`config.mk`:
```
export PLATFORM = sky130hd
export DESIGN_NAME = shell_word_splitter_flat
export DESIGN_NICKNAME = d
export VERILOG_FILES = /design/src/rtl/swsp_pkg.sv /design/src/rtl/swsp_if.sv /design/src/rtl/swsp_front.sv /design/src/rtl/swsp_queue.sv /design/src/rtl/swsp_back.sv /design/src/rtl/shell_word_splitter.sv /design/src/flat_wrapper.sv
export SDC_FILE = /design/constraint.sdc
export NUM_CORES = 1
export LEC_CHECK = 0
export ABC_AREA = 1
export BUFFER_PORTS_ARGS = -buffer_cell sky130_fd_sc_hd__clkbuf_2
export CAP_MARGIN = 40
export CORE_MARGIN = 2
export CORE_UTILIZATION = 30
export DETAILED_ROUTE_END_ITERATION = 12
export PLACE_DENSITY = 0.42
export SLEW_MARGIN = 40
export SYNTH_ARGS = -nofsm -noshare
export SYNTH_HDL_FRONTEND = slang
export SYNTH_SLANG_ARGS = --single-unit
```
`constraint.sdc`:
```
create_clock -name clk -period 4.3 [get_ports clk]
set_clock_uncertainty 0.1 [all_clocks]
set_input_delay 0.43 -clock clk [delete_from_list [all_inputs] [get_ports clk]]
set_output_delay 0.43 -clock clk [all_outputs]
set_load 0.01 [all_outputs]
```
`src/rtl/swsp_pkg.sv`:
```
// ---------------------------------------------------------------------------
// swsp_pkg: shared types and constants for the shell word splitter
// Byte codes, quote modes and the work entry passed from front to back.
// ---------------------------------------------------------------------------
`default_nettype none

package swsp_pkg;

  // Bytes with a special meaning to the splitter
  localparam logic [7:0] CH_DQUOTE    = 8'h22;
  localparam logic [7:0] CH_SQUOTE    = 8'h27;
  localparam logic [7:0] CH_BACKSLASH = 8'h5C;
  localparam logic [7:0] CH_SPACE     = 8'h20;
  localparam logic [7:0] CH_TAB       = 8'h09;
  localparam logic [7:0] CH_CR        = 8'h0D;
  localparam logic [7:0] CH_LF        = 8'h0A;

  localparam int CHAR_W  = 8;
  localparam int COUNT_W = 16;
  localparam logic [COUNT_W-1:0] COUNT_MAX = '1;

  // Work queue geometry
  localparam int QDEPTH = 4;
  localparam int QAW    = $clog2(QDEPTH);

  typedef enum logic [1:0] {
    MODE_OUT  = 2'd0,
    MODE_BARE = 2'd1,
    MODE_SQ   = 2'd2,
    MODE_DQ   = 2'd3
  } mode_t;

  // One byte-level result: a kept byte or a bare word start
  typedef struct packed {
    logic [CHAR_W-1:0] ch;
    logic              has;
    logic              ws;
  } byte_res_t;

  // Everything one input item produces, in order: r0, r1, then flush
  typedef struct packed {
    logic [1:0]         n;
    byte_res_t          r0;
    byte_res_t          r1;
    logic               done;
    logic [COUNT_W-1:0] count;
  } plan_t;

  // Result item as it leaves the block
  typedef struct packed {
    logic [CHAR_W-1:0]  out_char;
    logic               out_has_char;
    logic               word_start;
    logic               string_done;
    logic [COUNT_W-1:0] word_count;
    logic               run_last;
  } result_t;

endpackage

`default_nettype wire

```
`src/rtl/swsp_if.sv`:
```
// ---------------------------------------------------------------------------
// swsp_if: item channels of the shell word splitter
// Input byte channel and result channel, valid/ready handshake.
// ---------------------------------------------------------------------------
`default_nettype none

interface swsp_in_if;
  logic       valid;
  logic       ready;
  logic [7:0] in_char;
  logic       in_has_char;
  logic       end_of_string;

  modport source (output valid, in_char, in_has_char, end_of_string, input ready);
  modport sink   (input valid, in_char, in_has_char, end_of_string, output ready);
endinterface

interface swsp_out_if;
  logic        valid;
  logic        ready;
  logic [7:0]  out_char;
  logic        out_has_char;
  logic        word_start;
  logic        string_done;
  logic [15:0] word_count;
  logic        run_last;

  modport source (output valid, out_char, out_has_char, word_start, string_done,
                  word_count, run_last, input ready);
  modport sink   (input valid, out_char, out_has_char, word_start, string_done,
                  word_count, run_last, output ready);
endinterface

`default_nettype wire

```
`src/rtl/swsp_front.sv`:
```
// ---------------------------------------------------------------------------
// swsp_front: byte classifier
// Track quote mode and pending backslash; turn each item into a work entry.
// ---------------------------------------------------------------------------
`default_nettype none

module swsp_front (
  input  wire logic            clk,
  input  wire logic            rst,
  input  wire logic            in_valid,
  output logic                 in_ready,
  input  wire logic [7:0]      in_char,
  input  wire logic            in_has_char,
  input  wire logic            end_of_string,
  input  wire logic            q_full,
  output logic                 push,
  output swsp_pkg::plan_t      push_data
);

  typedef struct packed {
    swsp_pkg::mode_t                  q;
    logic                             p;
    logic [swsp_pkg::COUNT_W-1:0]     cnt;
    swsp_pkg::plan_t                  pl;
  } ctx_t;

  swsp_pkg::mode_t               mode, mode_next;
  logic                          pend, pend_next;
  logic [swsp_pkg::COUNT_W-1:0]  words, words_next;
  ctx_t                          x;
  logic                          accept;

  function automatic logic is_space(input logic [7:0] c);
    return c == swsp_pkg::CH_SPACE || c == swsp_pkg::CH_TAB ||
           c == swsp_pkg::CH_CR || c == swsp_pkg::CH_LF;
  endfunction

  // Append one byte-level result to the entry
  function automatic ctx_t put(input ctx_t a, input swsp_pkg::byte_res_t r);
    ctx_t b;
    b = a;
    if (a.pl.n == 2'd0) b.pl.r0 = r;
    else                b.pl.r1 = r;
    b.pl.n = a.pl.n + 2'd1;
    return b;
  endfunction

  function automatic ctx_t start_word(input ctx_t a);
    ctx_t b;
    b = a;
    if (a.cnt != swsp_pkg::COUNT_MAX) b.cnt = a.cnt + 1'b1;
    return b;
  endfunction

  // Keep a byte; open a bare word when outside one
  function automatic ctx_t keep(input ctx_t a, input logic [7:0] c);
    ctx_t                b;
    swsp_pkg::byte_res_t r;
    b = a;
    r.ch  = c;
    r.has = 1'b1;
    r.ws  = (a.q == swsp_pkg::MODE_OUT);
    if (r.ws) begin
      b   = start_word(b);
      b.q = swsp_pkg::MODE_BARE;
    end
    return put(b, r);
  endfunction

  function automatic ctx_t plain_byte(input ctx_t a, input logic [7:0] c);
    ctx_t                b;
    swsp_pkg::byte_res_t r;
    b = a;
    r = '0;
    unique case (a.q)
      swsp_pkg::MODE_OUT: begin
        if (c == swsp_pkg::CH_DQUOTE || c == swsp_pkg::CH_SQUOTE) begin
          b   = start_word(b);
          b.q = (c == swsp_pkg::CH_DQUOTE) ? swsp_pkg::MODE_DQ : swsp_pkg::MODE_SQ;
          r.ws = 1'b1;
          b   = put(b, r);
        end else if (c == swsp_pkg::CH_BACKSLASH) begin
          b.p = 1'b1;
        end else if (!is_space(c)) begin
          b = keep(b, c);
        end
      end
      swsp_pkg::MODE_BARE: begin
        if (c == swsp_pkg::CH_DQUOTE)         b.q = swsp_pkg::MODE_DQ;
        else if (c == swsp_pkg::CH_SQUOTE)    b.q = swsp_pkg::MODE_SQ;
        else if (c == swsp_pkg::CH_BACKSLASH) b.p = 1'b1;
        else if (is_space(c))                 b.q = swsp_pkg::MODE_OUT;
        else                                  b = keep(b, c);
      end
      swsp_pkg::MODE_SQ: begin
        if (c == swsp_pkg::CH_SQUOTE) b.q = swsp_pkg::MODE_BARE;
        else                          b = keep(b, c);
      end
      swsp_pkg::MODE_DQ: begin
        if (c == swsp_pkg::CH_DQUOTE)         b.q = swsp_pkg::MODE_BARE;
        else if (c == swsp_pkg::CH_BACKSLASH) b.p = 1'b1;
        else                                  b = keep(b, c);
      end
      default: b = a;
    endcase
    return b;
  endfunction

  always_comb begin
    logic esc;
    x       = '0;
    x.q     = mode;
    x.p     = pend;
    x.cnt   = words;
    esc     = 1'b0;
    if (in_has_char) begin
      if (x.p) begin
        x.p = 1'b0;
        if (x.q == swsp_pkg::MODE_DQ)
          esc = in_char == swsp_pkg::CH_DQUOTE || in_char == swsp_pkg::CH_BACKSLASH;
        else
          esc = in_char == swsp_pkg::CH_DQUOTE || in_char == swsp_pkg::CH_SQUOTE ||
                in_char == swsp_pkg::CH_BACKSLASH || is_space(in_char);
        if (esc) x = keep(x, in_char);
        else     x = keep(x, swsp_pkg::CH_BACKSLASH);
      end
      if (!esc) x = plain_byte(x, in_char);
    end
    if (end_of_string) begin
      // Dangling backslash stays as a literal byte
      if (x.p) begin
        x.p = 1'b0;
        x   = keep(x, swsp_pkg::CH_BACKSLASH);
      end
      x.pl.done  = 1'b1;
      x.pl.count = x.cnt;
    end
  end

  assign in_ready  = !q_full;
  assign accept    = in_valid && in_ready;
  assign push_data = x.pl;
  // Drop items that cause no result
  assign push      = accept && (x.pl.n != 2'd0 || x.pl.done);

  always_comb begin
    mode_next  = mode;
    pend_next  = pend;
    words_next = words;
    if (accept) begin
      if (end_of_string) begin
        mode_next  = swsp_pkg::MODE_OUT;
        pend_next  = 1'b0;
        words_next = '0;
      end else begin
        mode_next  = x.q;
        pend_next  = x.p;
        words_next = x.cnt;
      end
    end
  end

  always_ff @(posedge clk) begin
    if (rst) begin
      mode  <= swsp_pkg::MODE_OUT;
      pend  <= 1'b0;
      words <= '0;
    end else begin
      mode  <= mode_next;
      pend  <= pend_next;
      words <= words_next;
    end
  end

endmodule

`default_nettype wire

```
`src/rtl/swsp_queue.sv`:
```
// ---------------------------------------------------------------------------
// swsp_queue: work queue
// Short FIFO of work entries between classifier and result sequencer.
// ---------------------------------------------------------------------------
`default_nettype none

module swsp_queue (
  input  wire logic             clk,
  input  wire logic             rst,
  input  wire logic             push,
  input  wire swsp_pkg::plan_t  push_data,
  output logic                  full,
  input  wire logic             pop,
  output logic                  head_valid,
  output swsp_pkg::plan_t       head
);

  swsp_pkg::plan_t                entries [swsp_pkg::QDEPTH];
  logic [swsp_pkg::QAW-1:0]       wr_ptr, rd_ptr;
  logic [swsp_pkg::QAW:0]         count;

  assign full       = count == (swsp_pkg::QAW+1)'(swsp_pkg::QDEPTH);
  assign head_valid = count != '0;
  assign head       = entries[rd_ptr];

  always_ff @(posedge clk) begin
    if (push) entries[wr_ptr] <= push_data;
  end

  always_ff @(posedge clk) begin
    if (rst) begin
      wr_ptr <= '0;
      rd_ptr <= '0;
      count  <= '0;
    end else begin
      if (push) wr_ptr <= wr_ptr + 1'b1;
      if (pop)  rd_ptr <= rd_ptr + 1'b1;
      if (push && !pop)      count <= count + 1'b1;
      else if (pop && !push) count <= count - 1'b1;
    end
  end

endmodule

`default_nettype wire

```
`src/rtl/swsp_back.sv`:
```
// ---------------------------------------------------------------------------
// swsp_back: result sequencer
// Each entry goes to the output register one result per cycle unless stalled.
// ---------------------------------------------------------------------------
`default_nettype none

module swsp_back (
  input  wire logic             clk,
  input  wire logic             rst,
  input  wire logic             head_valid,
  input  wire swsp_pkg::plan_t  head,
  output logic                  pop,
  output logic                  out_valid,
  input  wire logic             out_ready,
  output swsp_pkg::result_t     out_res
);

  logic [1:0]           idx, idx_next;
  logic [1:0]           total;
  logic                 last;
  logic                 load;
  swsp_pkg::byte_res_t  br;
  swsp_pkg::result_t    res;
  logic                 out_valid_next;

  assign total = head.n + {1'b0, head.done};
  assign last  = idx == total - 2'd1;
  assign load  = head_valid && (!out_valid || out_ready);
  assign pop   = load && last;

  always_comb begin
    br  = (idx == 2'd0) ? head.r0 : head.r1;
    res = '0;
    if (idx < head.n) begin
      res.out_char     = br.has ? br.ch : '0;
      res.out_has_char = br.has;
      res.word_start   = br.ws;
    end else begin
      res.string_done  = 1'b1;
      res.word_count   = head.count;
    end
    res.run_last = last;
  end

  always_comb begin
    idx_next       = idx;
    out_valid_next = out_valid;
    if (load) begin
      idx_next       = last ? 2'd0 : idx + 2'd1;
      out_valid_next = 1'b1;
    end else if (out_ready) begin
      out_valid_next = 1'b0;
    end
  end

  always_ff @(posedge clk) begin
    if (rst) begin
      idx       <= '0;
      out_valid <= 1'b0;
    end else begin
      idx       <= idx_next;
      out_valid <= out_valid_next;
    end
  end

  always_ff @(posedge clk) begin
    if (load) out_res <= res;
  end

endmodule

`default_nettype wire

```
`src/rtl/shell_word_splitter.sv`:
```
// ---------------------------------------------------------------------------
// shell_word_splitter: shell-style command line word splitter
// Split a byte stream into words with quoting and backslash escapes.
// ---------------------------------------------------------------------------
// Feed the string one byte per item; set end_of_string on the last item (a
// bare end item with in_has_char low is fine). Each item yields zero to three
// results: kept bytes, word starts (an opening quote gives a start with no
// byte, so empty quoted words show) and, on an end item, one flush result with
// string_done and the saturating word_count, after which all state returns to
// reset. run_last marks the final result of each item. The classifier takes
// one item per cycle whenever the four-entry work queue has room; the output
// register delivers one result per cycle while out_ready is high, so an item
// holds the output until all its results are taken. The first result of an
// item is written into the queue at its accepting edge and then into the
// output register once that register is free; only then is it shown.
// Items that produce nothing never enter the queue.
// ---------------------------------------------------------------------------
`default_nettype none

module shell_word_splitter (
  input  wire logic   clk,
  input  wire logic   rst,
  swsp_in_if.sink     in_ch,
  swsp_out_if.source  out_ch
);

  logic               q_full;
  logic               push;
  swsp_pkg::plan_t    push_data;
  logic               pop;
  logic               head_valid;
  swsp_pkg::plan_t    head;
  swsp_pkg::result_t  out_res;

  // Classify bytes and track quoting state
  swsp_front u_front (
    .clk           (clk),
    .rst           (rst),
    .in_valid      (in_ch.valid),
    .in_ready      (in_ch.ready),
    .in_char       (in_ch.in_char),
    .in_has_char   (in_ch.in_has_char),
    .end_of_string (in_ch.end_of_string),
    .q_full        (q_full),
    .push          (push),
    .push_data     (push_data)
  );

  // Decouple classifier from output stalls
  swsp_queue u_queue (
    .clk        (clk),
    .rst        (rst),
    .push       (push),
    .push_data  (push_data),
    .full       (q_full),
    .pop        (pop),
    .head_valid (head_valid),
    .head       (head)
  );

  // Emit results one at a time
  swsp_back u_back (
    .clk        (clk),
    .rst        (rst),
    .head_valid (head_valid),
    .head       (head),
    .pop        (pop),
    .out_valid  (out_ch.valid),
    .out_ready  (out_ch.ready),
    .out_res    (out_res)
  );

  assign out_ch.out_char     = out_res.out_char;
  assign out_ch.out_has_char = out_res.out_has_char;
  assign out_ch.word_start   = out_res.word_start;
  assign out_ch.string_done  = out_res.string_done;
  assign out_ch.word_count   = out_res.word_count;
  assign out_ch.run_last     = out_res.run_last;

endmodule

`default_nettype wire
```
`src/flat_wrapper.sv`:
```
// flat-port wrapper written by rule: the top's interface ports become plain ports
module shell_word_splitter_flat 
  (clk, rst, in_ch_valid, in_ch_in_char, in_ch_in_has_char, in_ch_end_of_string, in_ch_ready, out_ch_valid, out_ch_out_char, out_ch_out_has_char, out_ch_word_start, out_ch_string_done, out_ch_word_count, out_ch_run_last, out_ch_ready);
  swsp_in_if in_ch_i ();
  swsp_out_if out_ch_i ();
  input  wire logic clk;
  input  wire logic rst;
  input wire logic [$bits(in_ch_i.valid)-1:0] in_ch_valid;
  input wire logic [$bits(in_ch_i.in_char)-1:0] in_ch_in_char;
  input wire logic [$bits(in_ch_i.in_has_char)-1:0] in_ch_in_has_char;
  input wire logic [$bits(in_ch_i.end_of_string)-1:0] in_ch_end_of_string;
  output wire logic [$bits(in_ch_i.ready)-1:0] in_ch_ready;
  output wire logic [$bits(out_ch_i.valid)-1:0] out_ch_valid;
  output wire logic [$bits(out_ch_i.out_char)-1:0] out_ch_out_char;
  output wire logic [$bits(out_ch_i.out_has_char)-1:0] out_ch_out_has_char;
  output wire logic [$bits(out_ch_i.word_start)-1:0] out_ch_word_start;
  output wire logic [$bits(out_ch_i.string_done)-1:0] out_ch_string_done;
  output wire logic [$bits(out_ch_i.word_count)-1:0] out_ch_word_count;
  output wire logic [$bits(out_ch_i.run_last)-1:0] out_ch_run_last;
  input wire logic [$bits(out_ch_i.ready)-1:0] out_ch_ready;
  assign in_ch_i.valid = in_ch_valid;
  assign in_ch_i.in_char = in_ch_in_char;
  assign in_ch_i.in_has_char = in_ch_in_has_char;
  assign in_ch_i.end_of_string = in_ch_end_of_string;
  assign in_ch_ready = in_ch_i.ready;
  assign out_ch_valid = out_ch_i.valid;
  assign out_ch_out_char = out_ch_i.out_char;
  assign out_ch_out_has_char = out_ch_i.out_has_char;
  assign out_ch_word_start = out_ch_i.word_start;
  assign out_ch_string_done = out_ch_i.string_done;
  assign out_ch_word_count = out_ch_i.word_count;
  assign out_ch_run_last = out_ch_i.run_last;
  assign out_ch_i.ready = out_ch_ready;
  shell_word_splitter u_core (.clk(clk), .rst(rst), .in_ch(in_ch_i), .out_ch(out_ch_i));
endmodule
```
Yosys cells after proc, flatten, opt, wreduce, memory -nomap -nowiden --
Memories as Yosys holds them, arrays and structs flattened. A register that Yosys moved wholly into a read port is not among the register bits. Cells that the tools add are included. Widths: inputs -> output; s select.
Storage, ports and cells: bits in registers 57, memory bits (writable) 156, input bits 14, output and inout port bits 30, memories 1
Operators by class: add/sub/neg operators 18, $lt $le $gt $ge 1, eq/ne operators 16, muxes and demuxes 101, reduce and logical (&&, ||, !) cells 36
Memory list:
- u_core.u_queue.entries | words 4, bits a word 39, rd ports 1, clocked after memory_dff 1, wr ports 1, line swsp_queue.sv:18 | swsp_pkg::plan_t entries [swsp_pkg::QDEPTH];
Operators by type and width (count):
- $mux 58 | 42
- $mux 56 | 5
- $pmux 58 s4 | 1
- $mux 10 | 17
- $mux 55 | 3
- $mux 16 | 4
- $add 16x1->16 const B | 3
- $ne 16x16->1 const B | 3
- $eq 8x4->1 const B | 3
- $eq 8x6->1 const B | 3
- $logic_not 2->1 | 12
- $mux 2 | 12
- $add 2x1->2 const B | 11
- $mux 17 | 1
- $mux 1 | 14
- $logic_or 1x1->1 | 9
- $eq 8x7->1 const B | 1
- $eq 2x2->1 const B | 3
- $logic_and 1x1->1 | 6
- $mux 3 | 2
- $reduce_bool 2->1 | 3
- $logic_not 1->1 | 4
- $add 3x1->3 const B | 1
- $eq 3x3->1 const B | 1
- other kinds (8) | 8

Logic depth before layout (Yosys ltp) --
depth after elaboration 51, mapped depth 32, mapped depth without buffers 31

Hierarchy --
A second synthesis with hierarchy kept.
Second synthesis, totals: cells, all modules 1230, area total of the unflattened synthesis 11302.1 um^2
By module, submodules not included:
- swsp_queue | times used 1, cells each 437, area an instance 6234.7 um^2, seq. area each 4864.7 um^2
- swsp_front | times used 1, cells each 655, area an instance 3634.7 um^2, seq. area each 380.4 um^2
- swsp_back | times used 1, cells each 138, area an instance 1432.6 um^2, seq. area each 900.9 um^2

Worst setup path before layout --
Ideal clock, no wire load.
kind input to register, start input port in_ch_in_char[4], end memory u_core.u_queue.entries[0][0] in the netlist's numbering, enable pin, data arrival time 3821 ps, data required time 3765 ps, slack -56 ps, stages on the path 12, cells stage by stage nor2_1 -> nor3b_2 -> nand3_1 -> nand3_1 -> inv_2 -> a31oi_1 -> nand2_1 -> o2111ai_1 -> nand2_1 -> a31oi_1 -> inv_1 -> nor2_1
On the way: longest elaborated chain between the ends 38, elaborated cells on any way between the ends 81
Ends and longest elaborated chain:
- from (decl) | line flat_wrapper.sv:9 | input wire logic [$bits(in_ch_i.in_char)-1:0] in_ch_in_char;
- $eq 8x6->1 / $eq 8x4->1 (equally long branches) | line swsp_front.sv:34 | return c == swsp_pkg::CH_SPACE || c == swsp_pkg::CH_TAB ||
- $logic_or 1x1->1 (2 in a row) | line swsp_front.sv:34
- $logic_or 1x1->1 | line swsp_front.sv:35 | c == swsp_pkg::CH_CR || c == swsp_pkg::CH_LF;
- $logic_or 1x1->1 | line swsp_front.sv:123 | in_char == swsp_pkg::CH_BACKSLASH || is_space(in_char);
- $mux 1 | line swsp_front.sv:119 | if (x.q == swsp_pkg::MODE_DQ)
- $mux 1 | line swsp_front.sv:117 | if (x.p) begin
- $mux 1 | line swsp_front.sv:116 | if (in_has_char) begin
- $mux 58 | line swsp_front.sv:124 | if (esc) x = keep(x, in_char);
- [... 22 more ...]
- $mux 58 | line swsp_front.sv:131 | if (x.p) begin
- $mux 58 * | line swsp_front.sv:129 | if (end_of_string) begin
- $reduce_bool 2->1 | line swsp_front.sv:144 | assign push = accept && (x.pl.n != 2'd0 || x.pl.done);
- $logic_or 1x1->1 * | line swsp_front.sv:144
- $logic_and 1x1->1 * | line swsp_front.sv:144
- named net u_core.push | line shell_word_splitter.sv:28 | logic push;
- $mux 1 * | line swsp_queue.sv:27 | if (push) entries[wr_ptr] <= push_data;
- $mux 1 (implied by the code) * | line swsp_queue.sv:27
- to (decl) | line swsp_queue.sv:18
Mark *: on every way through the listed nets, which the timed path passes. The rest lies on a longest branch. The select of a mux whose other input is x is not followed.

==> metrics.md <==
| Metric | Value |
|---|---|
| DR DRC count | 0 |
| Fin Setup TNS | 0 ns |
| Most common cell in the synthesized netlist | nand2_1 |
| Initial Util | roughly 30% |
| Yosys warning total | 0 |
| Area of the mapped netlist | 0.0113 mm² |
| CP Launch Type | flop |
| Grt total ovfl | 0 |
| Placed cell areas | 0.0125 mm² |
| Synth top cells by count | nand2_1, nor2_1, edfxtp_1 |
| Buffer levels on the longest clock path | 3 |
| Number of DRC markers in iteration 0 | 587 |
| Mean Syn Cell Area | 8.70 µm² |
| Largest net degree at the start of global routing | 40 |
| Clock-pin slew on the worst setup and hold paths | 0.06 ns |
| Wire length after detailed routing | 33200 µm |
| Crit path time final | 3.96 ns |
| Clock power frac | 32.2% |
| Register Area | 0.00615 mm² |
| Total CTS buffers | 25 |
| Die width | 198 µm |
| Cell taking the most area after synthesis | edfxtp_1 |
| Share of cells above drive strength 1 | 17.1% |
| First-pass GRT wire length | ~50000 µm |
| Flop pwr share | 41.0% |
| Slowest CP cell | dfxtp_1 |
| Row count | 70 |
| Synth async-reset ratio | 0% |
| Most used cell, CP | nand2_1 |
| Cell Pwr Density | roughly 500 mW/mm² |
| Sw Pwr | 2.20 mW |
| Switching share of power | between 30% and 40% |
| Largest cells by area after synthesis | edfxtp_1, nand2_1, nor2_1, dfxtp_1, o21ai_0 |
| Antenna violations before repair | 0 |
| P&R area growth vs syn | 19.0% |
| CP max FO | 8 |
| Filler cell count in the final layout | ~3.8k |
| LEAKAGE | 5.26 nW |
| Post-synth EDFFs | 184 |
| Via count | ~9k |
| Gr usage total | 17.1% |
| Vias in the first global route | around 8.5k |
| Hold WS | 0.210 ns |
| Fin crit share | 92.0% |
| Worst-case vdd ir drop | approximately 270 µV |
| DRT Pass-1 Iters | 5 |
| Crit path DAT | 4.13 ns |
| Yosys top cell area share | 49.1% |
| Die span in y | 198 µm |
| Post-Syn Instances | 1293 |
| Fin. max-slew vios | 0 |
| WS Path Type | flop to flop |
| Clock Latency Late Sink | roughly 0.53 ns |
| I/O Buffers | 43 |
| Yosys cell types | 48 |
| Worst EP required | 4.48 ns |
| Outcome | complete, no violations |
| Final Power | 6.75 mW |
| CTS sink cnt | between 200 and 250 |
| Dominant synthesized flop cell | edfxtp_1 |
| WP buf/inv | 4 |
| Core Footprint | 0.0368 mm² |
| Max Freq | 253 MHz |
| Seq/Total Area, Yosys | 54.6% |
| H-tree depth | 1 |
| ANT nets after route | 0 |
| CP Capture Type | flop |
| Nets | between 1k and 1.5k |
| Syn nets | 1326 |
| Max_slew headroom | 47.7% |
| Slowest stage delay, CP | around 0.34 ns |
| Vias per cell | 4.86 |
| Final Wtd Congestion | 0.845 |
| Worst min-delay path class | input pin to flop |
| Number of setup violations in the final report | 0 |
| Root Driver | clkbuf_16 |
| Dpl hpwl | 23100 µm |
| Die ar. | roughly 0.039 mm² |
| Yosys reg bits | around 220 |
| Max_cap viols | 0 |
| Combinational power share | 26.8% |
| Worst-margin pin slew | 0.784 ns |
| Fin area | 0.0134 mm² |
| Drt wl/cell | 17.7 µm |
| Area of the multi-input gates | 0.00454 mm² |
| Largest delay share family, worst path | simple AND/OR/NAND/NOR gates |
| Final core occ | about 36% |
| Top Ports | 44 |
| Int Power | roughly 4.6 mW |
| CTS tree | yes |
| Hold Buf Count CTS | 0 |
| Final Hold Viols | 0 |
==> routing by layer <==
layer | GRT usage, % | wire, µm | up-vias
met4 | 3.65 | 467 | 0
met1 | 25.3 | 16500 | 4306
met5 | 0 | 0 | -
li1 | - | - | 4580
met2 | 27.1 | 15000 | 188
met3 | 1.49 | 1180 | 38
==> cell families after synthesis <==
family | synth area share (%)
DFF | 54.6
xor gates and xnor gates | 0.311
AOI/OAI and AO/OA | 11.2
and+or+nand+nor | 25.6
buffers and inverters | 6.09
adders and majority gates | 2.18
==> worst paths after layout <==
check,from,end,slack (ns),cells after the start
max reg2reg,u_core.u_front.mode[1],u_core.u_queue.entries[3][1],0.34,26
max,u_core.u_front.mode[1],u_core.u_queue.entries[3][1],0.34,26
min,out_ch_ready,u_core.u_back.out_valid,0.21,4
min reg2reg,u_core.u_queue.rd_ptr[0],flop,0.38,2
==> timing repair <==
item	4_1_cts	5_1_grt
buffers inserted	0	2
setup endpoints to repair	0	64
resized for setup	0	20
==> cells in the final DEF, fill, tap and decap left out, types with 6 or more instances in the layout <==
cell,count
nand2_1,278
nor2_1,196
edfxtp_1,184
inv_1,110
o21ai_0,106
nand3_1,74
buf_4,68
a21oi_1,67
clkbuf_2,43
dfxtp_1,28
clkbuf_16,25
nand4_1,24
o22ai_1,20
nand2_2,18
ha_1,16
nor2_2,15
nor3_1,13
nor2_4,12
inv_2,7
clkinv_1,7
nand3_2,6
a21oi_2,6
clkbuf_1,6
==> final cells by class <==
class | instances | area share (%)
multi-input combinational | 907 | 33.9
sequential | 215 | 45.9
tap | 468 | 4.37
inverter | 122 | 3.46
antenna | 1 | 0.0187
clock buffer | 32 | 4.94
timing repair buffer | 115 | 6.02
clock inverter | 14 | 1.36
==> power by group through the flow <==
stage          clock network, mW  logic [mW]  registers [mW]
2_1_floorplan                  0       0.971            2.89
3_3_place_gp                   0        1.84            2.82
3_5_place_dp                   0        1.85            2.82
4_1_cts                     2.23        1.86            2.77
5_1_grt                     2.33        2.04            2.80
6_report                    2.18        1.81            2.77
==> state kept, by name, summed over array words and instances, names as in the netlist, named ones only <==
| register | flops |
|---|---|
| u_core.u_back.idx | 2 |
| u_core.u_back.out_valid | 1 |
| u_core.u_queue.entries | 156 |
| u_core.u_queue.count | 3 |
| u_core.u_front.mode | 2 |
| u_core.u_front.words | 16 |
| u_core.u_front.pend | 1 |
| u_core.u_queue.wr_ptr | 2 |
| u_core.u_queue.rd_ptr | 2 |
| u_core.u_back.out_res | 28 |
==> worst register-to-register path, cell delays in order (launching register included) <==
cell and delay, ns:
dfxtp_1 0.34, inv_2 0.09, nand3_2 0.17, clkinvlp_4 0.22, nand2_1 0.13, nand2_1 0.05, nand2_1 0.12, ha_2 0.21
nand3_2 0.11, nor2_4 0.14, nand2_2 0.11, nor2_4 0.14, nand3_4 0.10, nand2_2 0.09, xor2_1 0.06, nand2_1 0.05
o21ai_1 0.09, inv_1 0.10, ha_2 0.19, nand3_1 0.09, nor2_2 0.11, nand2_1 0.12, nor2_4 0.19, nand2_2 0.15
a21oi_1 0.21, nor3_2 0.06, buf_4 0.16
==> stage by stage <==
stage | instances | setup slack, ns
final | 1874 | 0.344
after global routing | 1873 | -0.00540
after detailed placement | 1824 | 0.186
after global placement | 1824 | 0.264
after floorplan | 1293 | -0.0561
after CTS | 1870 | 0.163
No activity file was read; power rests on OpenSTA's default activity.
